`src/hw/rtl/fspx_pkg.sv`:
```
// Package: shared constants and codes for the float sample to pixel converter.
`timescale 1ns / 1ps
package fspx_pkg;
  localparam int SAMPLE_W = 32;
  localparam int PACKED_W = 32;
  localparam int COUNT_W  = 3;
  localparam int CFG_IDX_W  = 2;
  localparam int CFG_DATA_W = 5;

  localparam logic [1:0] FMT_UNORM  = 2'd0;
  localparam logic [1:0] FMT_HALF   = 2'd1;
  localparam logic [1:0] FMT_SINGLE = 2'd2;

  localparam logic [1:0] REG_FORMAT = 2'd0;
  localparam logic [1:0] REG_BITS   = 2'd1;
  localparam logic [1:0] REG_LE     = 2'd2;

  localparam logic [1:0] FORMAT_RST = FMT_UNORM;
  localparam logic [4:0] BITS_RST   = 5'd8;
  localparam logic       LE_RST     = 1'b1;

  localparam logic [4:0] BITS_MAX   = 5'd16;
  localparam logic [4:0] BITS_BYTE  = 5'd8;
  localparam logic [7:0] EXP_MAX    = 8'hff;
  localparam logic [7:0] EXP_ONE    = 8'd127;
  localparam logic [2:0] CNT_ONE    = 3'd1;
  localparam logic [2:0] CNT_TWO    = 3'd2;
  localparam logic [2:0] CNT_FOUR   = 3'd4;
endpackage

```
`src/hw/rtl/fspx_if.sv`:
```
// Interfaces: sample, pixel and configuration channels.
`timescale 1ns / 1ps
interface fspx_in_if import fspx_pkg::*; ();
  logic                valid;
  logic                ready;
  logic [SAMPLE_W-1:0] sample_bits;
  logic                last_sample;
  modport source (output valid, sample_bits, last_sample, input ready);
  modport sink (input valid, sample_bits, last_sample, output ready);
endinterface

interface fspx_out_if import fspx_pkg::*; ();
  logic                valid;
  logic                ready;
  logic [PACKED_W-1:0] packed_bytes;
  logic [COUNT_W-1:0]  byte_count;
  logic                last_out;
  modport source (output valid, packed_bytes, byte_count, last_out, input ready);
  modport sink (input valid, packed_bytes, byte_count, last_out, output ready);
endinterface

interface fspx_cfg_if import fspx_pkg::*; ();
  logic                  valid;
  logic                  ready;
  logic [CFG_IDX_W-1:0]  index;
  logic [CFG_DATA_W-1:0] data;
  modport source (output valid, index, data, input ready);
  modport sink (input valid, index, data, output ready);
endinterface

```
`src/hw/rtl/float_sample_to_external_pixel_top.sv`:
```
// Top level: float32 sample to unorm, half or single pixel bytes.
// Throughput: one transaction per cycle; the four-stage pipeline (input
// register, 24x16 multiply and half conversion, float rounding, integer
// rounding and packing) stalls as a whole only while the output register holds.
// Reset: rst_n synchronous, clears valid bits and sets format, bits and endian.
`timescale 1ns / 1ps
module float_sample_to_external_pixel_top import fspx_pkg::*; (
  input  logic  clk,
  input  logic  rst_n,
  fspx_in_if.sink    in_if,
  fspx_out_if.source out_if,
  fspx_cfg_if.sink   cfg_if
);
  logic [1:0] fmt_r;
  logic [4:0] ibits_r;
  logic       le_r;

  logic en;
  logic v0_r, v1_r, v2_r, v3_r;

  logic [31:0] s0_r;
  logic        l0_r;

  logic [31:0] s1_r;
  logic        l1_r;
  logic [39:0] p1_r;
  logic [7:0]  e1_r;
  logic [4:0]  n1_r;
  logic        z1_r;
  logic [15:0] h1_r;

  logic [31:0] s2_r;
  logic        l2_r;
  logic [24:0] q2_r;
  logic [7:0]  sh2_r;
  logic        z2_r;
  logic [15:0] h2_r;

  logic [31:0] pk_r;
  logic [2:0]  cnt_r;
  logic        l3_r;

  logic [31:0] pk_nxt;
  logic [2:0]  cnt_nxt;
  logic [39:0] p1_nxt;
  logic [7:0]  e1_nxt;
  logic [4:0]  n1_nxt;
  logic        z1_nxt;
  logic [15:0] h1_nxt;
  logic [24:0] q2_nxt;
  logic [7:0]  sh2_nxt;

  assign en           = !v3_r || out_if.ready;
  assign in_if.ready  = en;
  assign cfg_if.ready = 1'b1;
  assign out_if.valid        = v3_r;
  assign out_if.packed_bytes = pk_r;
  assign out_if.byte_count   = cnt_r;
  assign out_if.last_out     = l3_r;

  always_ff @(posedge clk) begin
    if (!rst_n) begin
      fmt_r   <= FORMAT_RST;
      ibits_r <= BITS_RST;
      le_r    <= LE_RST;
    end else if (cfg_if.valid) begin
      case (cfg_if.index)
        REG_FORMAT: fmt_r   <= cfg_if.data[1:0];
        REG_BITS:   ibits_r <= cfg_if.data;
        REG_LE:     le_r    <= cfg_if.data[0];
        default: ;
      endcase
    end
  end

  // stage 1: clamp, multiply, half conversion
  always_comb begin
    logic        sg;
    logic [7:0]  e;
    logic [22:0] m;
    logic [23:0] sig;
    logic [15:0] mul;
    logic [15:0] hs;
    logic [14:0] h;
    logic [12:0] rem;
    logic [4:0]  sft;
    logic [23:0] sub, srem, shalf;
    sg  = s0_r[31];
    e   = s0_r[30:23];
    m   = s0_r[22:0];
    n1_nxt = (ibits_r > BITS_MAX) ? BITS_MAX : ibits_r;
    mul = 16'((17'd1 << n1_nxt) - 17'd1);
    z1_nxt = sg || (e == 8'd0) || (e == EXP_MAX && m != 23'd0) || (n1_nxt == 5'd0);
    if (e >= EXP_ONE) begin
      sig    = 24'h800000;
      e1_nxt = EXP_ONE;
    end else begin
      sig    = {1'b1, m};
      e1_nxt = e;
    end
    p1_nxt = {16'd0, sig} * {24'd0, mul};

    hs = {sg, 15'd0};
    h  = '0;
    rem = m[12:0];
    sft = 5'd0;
    sub = '0;
    srem = '0;
    shalf = '0;
    if (e == EXP_MAX) begin
      h1_nxt = (m != 23'd0) ? (hs | 16'h7e00 | {6'd0, m[22:13]}) : (hs | 16'h7c00);
    end else if (e == 8'd0) begin
      h1_nxt = hs;
    end else if (e >= 8'd143) begin
      h1_nxt = hs | 16'h7c00;
    end else if (e >= 8'd113) begin
      h = {5'(e - 8'd112), m[22:13]};
      if (rem > 13'h1000 || (rem == 13'h1000 && h[0]))
        h = h + 15'd1;
      h1_nxt = hs | {1'b0, h};
    end else if (e < 8'd102) begin
      h1_nxt = hs;
    end else begin
      sft   = 5'(8'd126 - e);
      sub   = {1'b1, m} >> sft;
      srem  = {1'b1, m} & ((24'd1 << sft) - 24'd1);
      shalf = 24'd1 << (sft - 5'd1);
      if (srem > shalf || (srem == shalf && sub[0]))
        sub = sub + 24'd1;
      h1_nxt = hs | {1'b0, sub[14:0]};
    end
  end

  // stage 2: round product to float32 precision
  always_comb begin
    logic        hi;
    logic [4:0]  d;
    logic [39:0] t, rm, hf;
    hi = p1_r[6'd23 + 6'(n1_r)];
    d  = hi ? n1_r : (n1_r - 5'd1);
    t  = p1_r >> d;
    rm = p1_r & ((40'd1 << d) - 40'd1);
    hf = 40'd1 << (d - 5'd1);
    q2_nxt = t[24:0];
    if (d != 5'd0 && (rm > hf || (rm == hf && t[0])))
      q2_nxt = t[24:0] + 25'd1;
    sh2_nxt = 8'(9'd150 - {1'b0, e1_r} - {4'd0, d});
  end

  // stage 3: round to integer, order bytes
  always_comb begin
    logic [24:0] t, rm, hf;
    logic [15:0] v, w;
    t  = q2_r >> sh2_r;
    rm = q2_r & ((25'd1 << sh2_r[4:0]) - 25'd1);
    hf = 25'd1 << (sh2_r[4:0] - 5'd1);
    if (z2_r || sh2_r >= 8'd26) begin
      v = 16'd0;
    end else if (rm > hf || (rm == hf && t[0])) begin
      v = t[15:0] + 16'd1;
    end else begin
      v = t[15:0];
    end
    w = (fmt_r == FMT_HALF) ? h2_r : v;
    case (fmt_r)
      FMT_UNORM, FMT_HALF: begin
        if (fmt_r == FMT_UNORM && ibits_r <= BITS_BYTE) begin
          pk_nxt  = {24'd0, v[7:0]};
          cnt_nxt = CNT_ONE;
        end else begin
          pk_nxt  = le_r ? {16'd0, w} : {16'd0, w[7:0], w[15:8]};
          cnt_nxt = CNT_TWO;
        end
      end
      default: begin
        pk_nxt  = le_r ? s2_r : {s2_r[7:0], s2_r[15:8], s2_r[23:16], s2_r[31:24]};
        cnt_nxt = CNT_FOUR;
      end
    endcase
  end

  always_ff @(posedge clk) begin
    if (!rst_n) begin
      v0_r <= 1'b0;
      v1_r <= 1'b0;
      v2_r <= 1'b0;
      v3_r <= 1'b0;
    end else if (en) begin
      v0_r <= in_if.valid;
      v1_r <= v0_r;
      v2_r <= v1_r;
      v3_r <= v2_r;
    end
  end

  always_ff @(posedge clk) begin
    if (en) begin
      s0_r  <= in_if.sample_bits;
      l0_r  <= in_if.last_sample;
      s1_r  <= s0_r;
      l1_r  <= l0_r;
      p1_r  <= p1_nxt;
      e1_r  <= e1_nxt;
      n1_r  <= n1_nxt;
      z1_r  <= z1_nxt;
      h1_r  <= h1_nxt;
      s2_r  <= s1_r;
      l2_r  <= l1_r;
      q2_r  <= q2_nxt;
      sh2_r <= sh2_nxt;
      z2_r  <= z1_r;
      h2_r  <= h1_r;
      pk_r  <= pk_nxt;
      cnt_r <= cnt_nxt;
      l3_r  <= l2_r;
    end
  end

  a_enter: assert property (@(posedge clk) disable iff (!rst_n)
    (in_if.valid && in_if.ready) |=> v0_r)
    else $error("accepted transaction lost at stage 0");
  a_move: assert property (@(posedge clk) disable iff (!rst_n)
    (v2_r && en) |=> v3_r)
    else $error("stage 2 item did not reach output");
  a_byte: assert property (@(posedge clk) disable iff (!rst_n)
    (out_if.valid && out_if.byte_count == CNT_ONE) |-> (out_if.packed_bytes[31:8] == 24'd0))
    else $error("single byte result has upper bits set");
  a_two: assert property (@(posedge clk) disable iff (!rst_n)
    (out_if.valid && out_if.byte_count == CNT_TWO) |-> (out_if.packed_bytes[31:16] == 16'd0))
    else $error("two byte result has upper bits set");
endmodule

```
`src/flat_wrapper.sv`:
```
// flat-port wrapper written by rule: the top's interface ports become plain ports
module float_sample_to_external_pixel_top_flat import fspx_pkg::*;
  (clk, rst_n, in_if_valid, in_if_sample_bits, in_if_last_sample, in_if_ready, out_if_valid, out_if_packed_bytes, out_if_byte_count, out_if_last_out, out_if_ready, cfg_if_valid, cfg_if_index, cfg_if_data, cfg_if_ready);
  fspx_in_if in_if_i ();
  fspx_out_if out_if_i ();
  fspx_cfg_if cfg_if_i ();
  input  logic clk;
  input  logic rst_n;
  input wire logic [$bits(in_if_i.valid)-1:0] in_if_valid;
  input wire logic [$bits(in_if_i.sample_bits)-1:0] in_if_sample_bits;
  input wire logic [$bits(in_if_i.last_sample)-1:0] in_if_last_sample;
  output wire logic [$bits(in_if_i.ready)-1:0] in_if_ready;
  output wire logic [$bits(out_if_i.valid)-1:0] out_if_valid;
  output wire logic [$bits(out_if_i.packed_bytes)-1:0] out_if_packed_bytes;
  output wire logic [$bits(out_if_i.byte_count)-1:0] out_if_byte_count;
  output wire logic [$bits(out_if_i.last_out)-1:0] out_if_last_out;
  input wire logic [$bits(out_if_i.ready)-1:0] out_if_ready;
  input wire logic [$bits(cfg_if_i.valid)-1:0] cfg_if_valid;
  input wire logic [$bits(cfg_if_i.index)-1:0] cfg_if_index;
  input wire logic [$bits(cfg_if_i.data)-1:0] cfg_if_data;
  output wire logic [$bits(cfg_if_i.ready)-1:0] cfg_if_ready;
  assign in_if_i.valid = in_if_valid;
  assign in_if_i.sample_bits = in_if_sample_bits;
  assign in_if_i.last_sample = in_if_last_sample;
  assign in_if_ready = in_if_i.ready;
  assign out_if_valid = out_if_i.valid;
  assign out_if_packed_bytes = out_if_i.packed_bytes;
  assign out_if_byte_count = out_if_i.byte_count;
  assign out_if_last_out = out_if_i.last_out;
  assign out_if_i.ready = out_if_ready;
  assign cfg_if_i.valid = cfg_if_valid;
  assign cfg_if_i.index = cfg_if_index;
  assign cfg_if_i.data = cfg_if_data;
  assign cfg_if_ready = cfg_if_i.ready;
  float_sample_to_external_pixel_top u_core (.clk(clk), .rst_n(rst_n), .in_if(in_if_i), .out_if(out_if_i), .cfg_if(cfg_if_i));
endmodule
```
`config.mk`:
```
export PLATFORM = sky130hd
export DESIGN_NAME = float_sample_to_external_pixel_top_flat
export DESIGN_NICKNAME = d
export VERILOG_FILES = /design/src/hw/rtl/fspx_pkg.sv /design/src/hw/rtl/fspx_if.sv /design/src/hw/rtl/float_sample_to_external_pixel_top.sv /design/src/flat_wrapper.sv
export SDC_FILE = /design/constraint.sdc
export NUM_CORES = 2
export LEC_CHECK = 0
export BUFFER_PORTS_ARGS = -buffer_cell sky130_fd_sc_hd__buf_4
export CORE_MARGIN = 10
export CORE_UTILIZATION = 57
export DETAILED_ROUTE_END_ITERATION = 10
export GPL_ROUTABILITY_DRIVEN = 0
export GPL_TIMING_DRIVEN = 0
export HOLD_SLACK_MARGIN = 0.15
export PLACE_DENSITY_LB_ADDON = 0.2
export SETUP_SLACK_MARGIN = 0.4
export SLEW_MARGIN = 25
export SYNTH_ARGS = -nofsm -noshare
export SYNTH_HDL_FRONTEND = slang
export SYNTH_SLANG_ARGS = --single-unit
```
`constraint.sdc`:
```
create_clock -name clk -period 13.5 [get_ports clk]
set_clock_uncertainty 0.05 [all_clocks]
set_input_delay 3.375 -clock clk [delete_from_list [all_inputs] [get_ports clk]]
set_output_delay 3.375 -clock clk [all_outputs]
set_load 0.005 [all_outputs]
```
Word level (Yosys, flattened, before mapping)
Index checks and enable logic that the tools add are counted.
Storage, ports and cells
  register bits after elaboration: 267
  latch bits: 0
  memory bits (writable): 0
  ROM bits: 0
  input port bits: 45
  output and inout port bits: 39
  memories kept: 0
Operators by class
  add/sub/neg operators: 17
  multipliers: 1
  divide/modulo/power cells: 0
  magnitude comparators: 12
  eq/ne operators: 8
  shift-type cells: 10
  multiplexer cells: 31
  bitwise gates (word level): 6
  reduce and logical (&&, ||, !) cells: 27
Operators with widths (count)
  $mux 15: 11
  $mux 16: 10
  $mux 32: 3
  $shl 1x5->40 const A: 2
  $shl 1x5->25 const A: 2
  $shl 1x5->24 const A: 2
  $and 40x40->40: 1
  $eq 40x40->1: 1
  $gt 40x40->1: 1
  $mul 24x16->40: 1
  $shr 40x5->25: 1
  $sub 40x1->40 const B: 1
  $or 16x15->16: 2
  $add 15x1->15 const B: 2
  $add 25x1->25 const B: 1
  $and 25x25->25: 1
  $eq 25x25->1: 1
  $gt 25x25->1: 1
  $mux 25: 1
  $shr 25x8->16: 1
  $sub 25x1->25 const B: 1
  $and 24x24->24: 1
  $eq 24x24->1: 1
  $gt 24x24->1: 1
  other kinds (39): 62

Depth between registers and ports, before layout
  depth in word-level cells: 19
  gate-level depth with buffers: 40

Least setup slack after synthesis
OpenSTA, ideal clock, no wires.
  path type: input to output
  from: input port out_if_ready
  to: output port in_if_ready
  data arrival time: 8477 ps
  slack: 1598 ps
  stages: 3
  path buffers: 1
  cell sequence: nor2b_1 -> clkbuf_1 -> inv_1
On the way
  longest elaborated chain between the ends: 1
RTL lines
  start: declaration: RTL line flat_wrapper.sv:17  | input wire logic [$bits(out_if_i.ready)-1:0] out_if_ready;
  $logic_or 1x1->1: RTL line float_sample_to_external_pixel_top.sv:53  | assign en = !v3_r || out_if.ready;
  end: declaration: RTL line flat_wrapper.sv:12  | output wire logic [$bits(in_if_i.ready)-1:0] in_if_ready;
No other way between the ends.

Final worst setup path
  from: register u_core.ibits_r[0]
  to: register u_core.p1_r[38] (data pin)
On the way
  longest elaborated chain between the ends: 5
RTL lines
  start: declaration: RTL line float_sample_to_external_pixel_top.sv:15  | logic [4:0] ibits_r;
  start signal: assignment: RTL line float_sample_to_external_pixel_top.sv:69  | REG_BITS: ibits_r <= cfg_if.data;
  $gt 5x5->1: RTL line float_sample_to_external_pixel_top.sv:91  | n1_nxt = (ibits_r > BITS_MAX) ? BITS_MAX : ibits_r;
  $mux 5 (*): RTL line float_sample_to_external_pixel_top.sv:91
  named net u_core.n1_nxt[0]: RTL line float_sample_to_external_pixel_top.sv:47  | logic [4:0] n1_nxt;
  $shl 1x5->16 (*): RTL line float_sample_to_external_pixel_top.sv:92  | mul = 16'((17'd1 << n1_nxt) - 17'd1);
  $sub 16x1->16 (*): RTL line float_sample_to_external_pixel_top.sv:92
  $mul 24x16->40 (*): RTL line float_sample_to_external_pixel_top.sv:101  | p1_nxt = {16'd0, sig} * {24'd0, mul};
  named net u_core.p1_nxt[38]: RTL line float_sample_to_external_pixel_top.sv:45  | logic [39:0] p1_nxt;
  end signal: assignment: RTL line float_sample_to_external_pixel_top.sv:202  | p1_r <= p1_nxt;
  end: declaration: RTL line float_sample_to_external_pixel_top.sv:26  | logic [39:0] p1_r;
Mark *: on every way through the listed nets, which the timed path passes. The rest lies on a longest branch.
A chain may end at the register's enable or synchronous reset.

==> flow_metrics.env <==
export IMPL_max_stage_delay_ns=0.90
export IMPL_r2r_slack_ns=2.39
export IMPL_p_clk_frac=0.105
export IMPL_p_int_mw=3.95
export IMPL_seq_area_frac_synth=0.228
export IMPL_power_frac_comb=0.717
export IMPL_seq_area_sq_um=7840
export IMPL_cts_tree="yes"
export IMPL_multiInputGateArea_sq_um=23900
export IMPL_worst_slew_pin_slew_ns=1.16
export IMPL_hold_path_end="u_core.h2_r[2]"
export IMPL_ios=84
export IMPL_nNetsFinal=4492
export IMPL_first_pass_iters=8
export IMPL_setup_tns_ns=0
export IMPL_postCtsSetupRepairBufs=0
export IMPL_post_cts_resize_count=0
export IMPL_pwr_share_seq=0.178
export IMPL_hold_depth=0
export IMPL_die_area_sq_um=70400
export IMPL_routed_wl_met3_um=12300
export IMPL_antenna_cells=0
export IMPL_synth_avg_cell_area_sq_um=9.03
export IMPL_fp_dieW_um=265
export IMPL_startpoint_type="register"
export IMPL_yosys_warnings=0
export IMPL_drtIter0Drc=3461
export IMPL_fmaxAchievable_ghz=0.0900
export IMPL_vias=29900
export IMPL_cap_violations=0
export IMPL_syn_inst=3802
export IMPL_cp_common_cell="fa_1"
export IMPL_cts_path_max_buffers=3
export IMPL_setup_viol=0
export IMPL_pwr_density_cell_nw_per_um2=213
export IMPL_area_growth_synth_to_final_pct=7.75
export IMPL_fin_ws_ns=2.39
export IMPL_ys_types=100
export IMPL_irDropWorstVdd_uv=187
export IMPL_htree_levels=1
export IMPL_insertion_delay_ns=0.58
export IMPL_outcome="completed"
export IMPL_grt_overflow=0
export IMPL_required_ns=13.77
export IMPL_grt_max_degree=110
export IMPL_dr_max_layer_used="met5"
export IMPL_fin_hold_ws_ns=0.357
export IMPL_via_per_inst=6.35
export IMPL_cp_max_fo=10
export IMPL_p_leak_nw=15.8
export IMPL_crit_type="reg2reg"
export IMPL_die_h_um=265
export IMPL_synth_seq_cells=265
export IMPL_fillCellCount=5058
export IMPL_grt_pass1_wl_um=165000
export IMPL_netSwitchingFraction=0.499
export IMPL_ant_nets=0
export IMPL_r2r_cells=30
export IMPL_hold_violations=0
export IMPL_dpl_worst_slack_ns=2.95
export IMPL_cts_made_buffers=27
export IMPL_wirelength_um=107000
export IMPL_cp_arrival_ns=11.38
export IMPL_drive_gt1_frac=0.0838
export IMPL_p_sw_mw=3.94
export IMPL_final_common_cell="nand2_1"
export IMPL_period_share=0.823
export IMPL_async_reset_ff_frac=0
export IMPL_worstHoldStart="u_core.h1_r[2]"
export IMPL_grt_use_total=0.298
export IMPL_cts_hold_buf=0
export IMPL_wire_per_inst_um=22.7
export IMPL_final_cell_mix="nand2_1, inv_1, nor2_1, fa_1, edfxtp_1"
export IMPL_hpwl_um=83700
export IMPL_io_buffers=82
export IMPL_rows=89
export IMPL_synth_edf_count=253
export IMPL_slew_headroom=0.225
export IMPL_synth_flop_cell="edfxtp_1"
export IMPL_clockRootBuffer="clkbuf_16"
export IMPL_rsz0062_at_grt="false"
export IMPL_clkTransAtPathRegs_ns=0.07
export IMPL_grt_pass1_vias=29000
export IMPL_dp_cells=4660
export IMPL_r2r_start="u_core.ibits_r[0]"
export IMPL_met1_length_um=40000
export IMPL_hp_class="reg2reg"
export IMPL_period_minus_slack_ns=11.11
export IMPL_drv_slew=0
export IMPL_instances_no_fill=4710
export IMPL_core_area_sq_um=59400
export IMPL_clkSinkCount=265
export IMPL_synth_area_sq_um=34300
export IMPL_drc_errors=0
export IMPL_reg2reg_to="u_core.p1_r[38]"
export IMPL_met2_length_um=47800
export IMPL_antenna_found_initial=2
export IMPL_place_area_sq_um=36000
export IMPL_initial_core_util=0.578
export IMPL_crit_path_top_delay_cell="o21ai_1"
export IMPL_end_kind="register"
export IMPL_final_cell_area_sq_um=37000
==> layout make-up <==
cell class,instances,share of cell area
Inverter,422,0.0430
Buffer,228,0.0273
Clock inverter,18,0.00775
Timing Repair Buffer,84,0.0181
Clock buffer,32,0.0188
Multi-Input combinational cell,2888,0.647
Sequential cell,265,0.212
Tap cell,773,0.0262
==> layer usage <==
layer / vias up / GRT usage
met1: 14200 / 0.379
li1: 13200 / -
met5: - / 0
met4: 2 / 0.157
met2: 1981 / 0.474
met3: 483 / 0.0631
==> registers in the layout (all words and copies together) (netlist names), 5 cells and up <==
name	flops
u_core.s0_r	32
u_core.out_if.packed_bytes	32
u_core.ibits_r	5
u_core.q2_r	25
u_core.h1_r	16
u_core.s1_r	31
u_core.n1_r	5
u_core.p1_r	40
u_core.e1_r	8
u_core.sh2_r	8
u_core.h2_r	16
u_core.s2_r	31
==> logic make-up (layout without fill, tap and decap cells) <==
kind of cell / after synthesis / count (layout) / synth area share
xor gates and xnor gates: 118 / 118 / 0.0305
buffers and inverters: 650 / 784 / 0.0756
and+or+nand+nor: 1341 / 1341 / 0.182
DFF: 265 / 265 / 0.228
muxes: 296 / 296 / 0.109
AOI/OAI and AO/OA: 599 / 599 / 0.113
other: 2 / 3 / 0.000219
adders and majority gates: 531 / 531 / 0.261
==> synthesized netlist by cell type, types with 62 or more instances <==
cell	n	area (sq um)
a21oi_1	161	806
and2_1	76	475
clkbuf_1	175	657
edfxtp_1	253	7600
fa_1	307	6150
ha_1	224	2800
inv_1	411	1540
mux2i_1	179	1790
nand2_1	528	1980
nand3_1	70	350
nor2_1	329	1230
nor2b_1	71	444
nor3_1	62	310
o21ai_0	138	691
xnor2_1	78	683
==> critical path, delay by kind of cell, from the launching register on <==
family	cells	cell delay, ns
fa+ha+maj	8	3.77
buf+inv	8	2.91
compound gates	9	2.78
simple gates	5	1.02
flops	1	0.30
==> through the flow <==
step	utilization	power [mW]
finish	0.623	7.88
global route	0.623	8.46
CTS	0.623	7.72
detailed placement	0.606	6.85
global placement	0.605	6.77
floorplan	-	5.33
==> worst max path at each step <==
stage | to | depth (start not counted) | startpoint
after detailed placement | u_core.p1_r[38] | 30 | u_core.ibits_r[0]
after CTS | u_core.p1_r[38] | 30 | u_core.ibits_r[0]
after global placement | in_if_ready | 5 | out_if_ready
after global routing | u_core.q2_r[24] | 36 | u_core.n1_r[1]
final | u_core.p1_r[38] | 30 | u_core.ibits_r[0]
after floorplan | in_if_ready | 3 | out_if_ready
==> power groups by stage <==
stage / Sequential [mW] / Combinational (mW) / Clock (mW)
after CTS: 1.39 / 5.49 / 0.836
after global routing: 1.42 / 6.17 / 0.874
after detailed placement: 1.41 / 5.44 / 0
final: 1.41 / 5.65 / 0.826
after floorplan: 1.32 / 4.01 / 0
after global placement: 1.41 / 5.36 / 0
(Power assumes the default switching activity.)
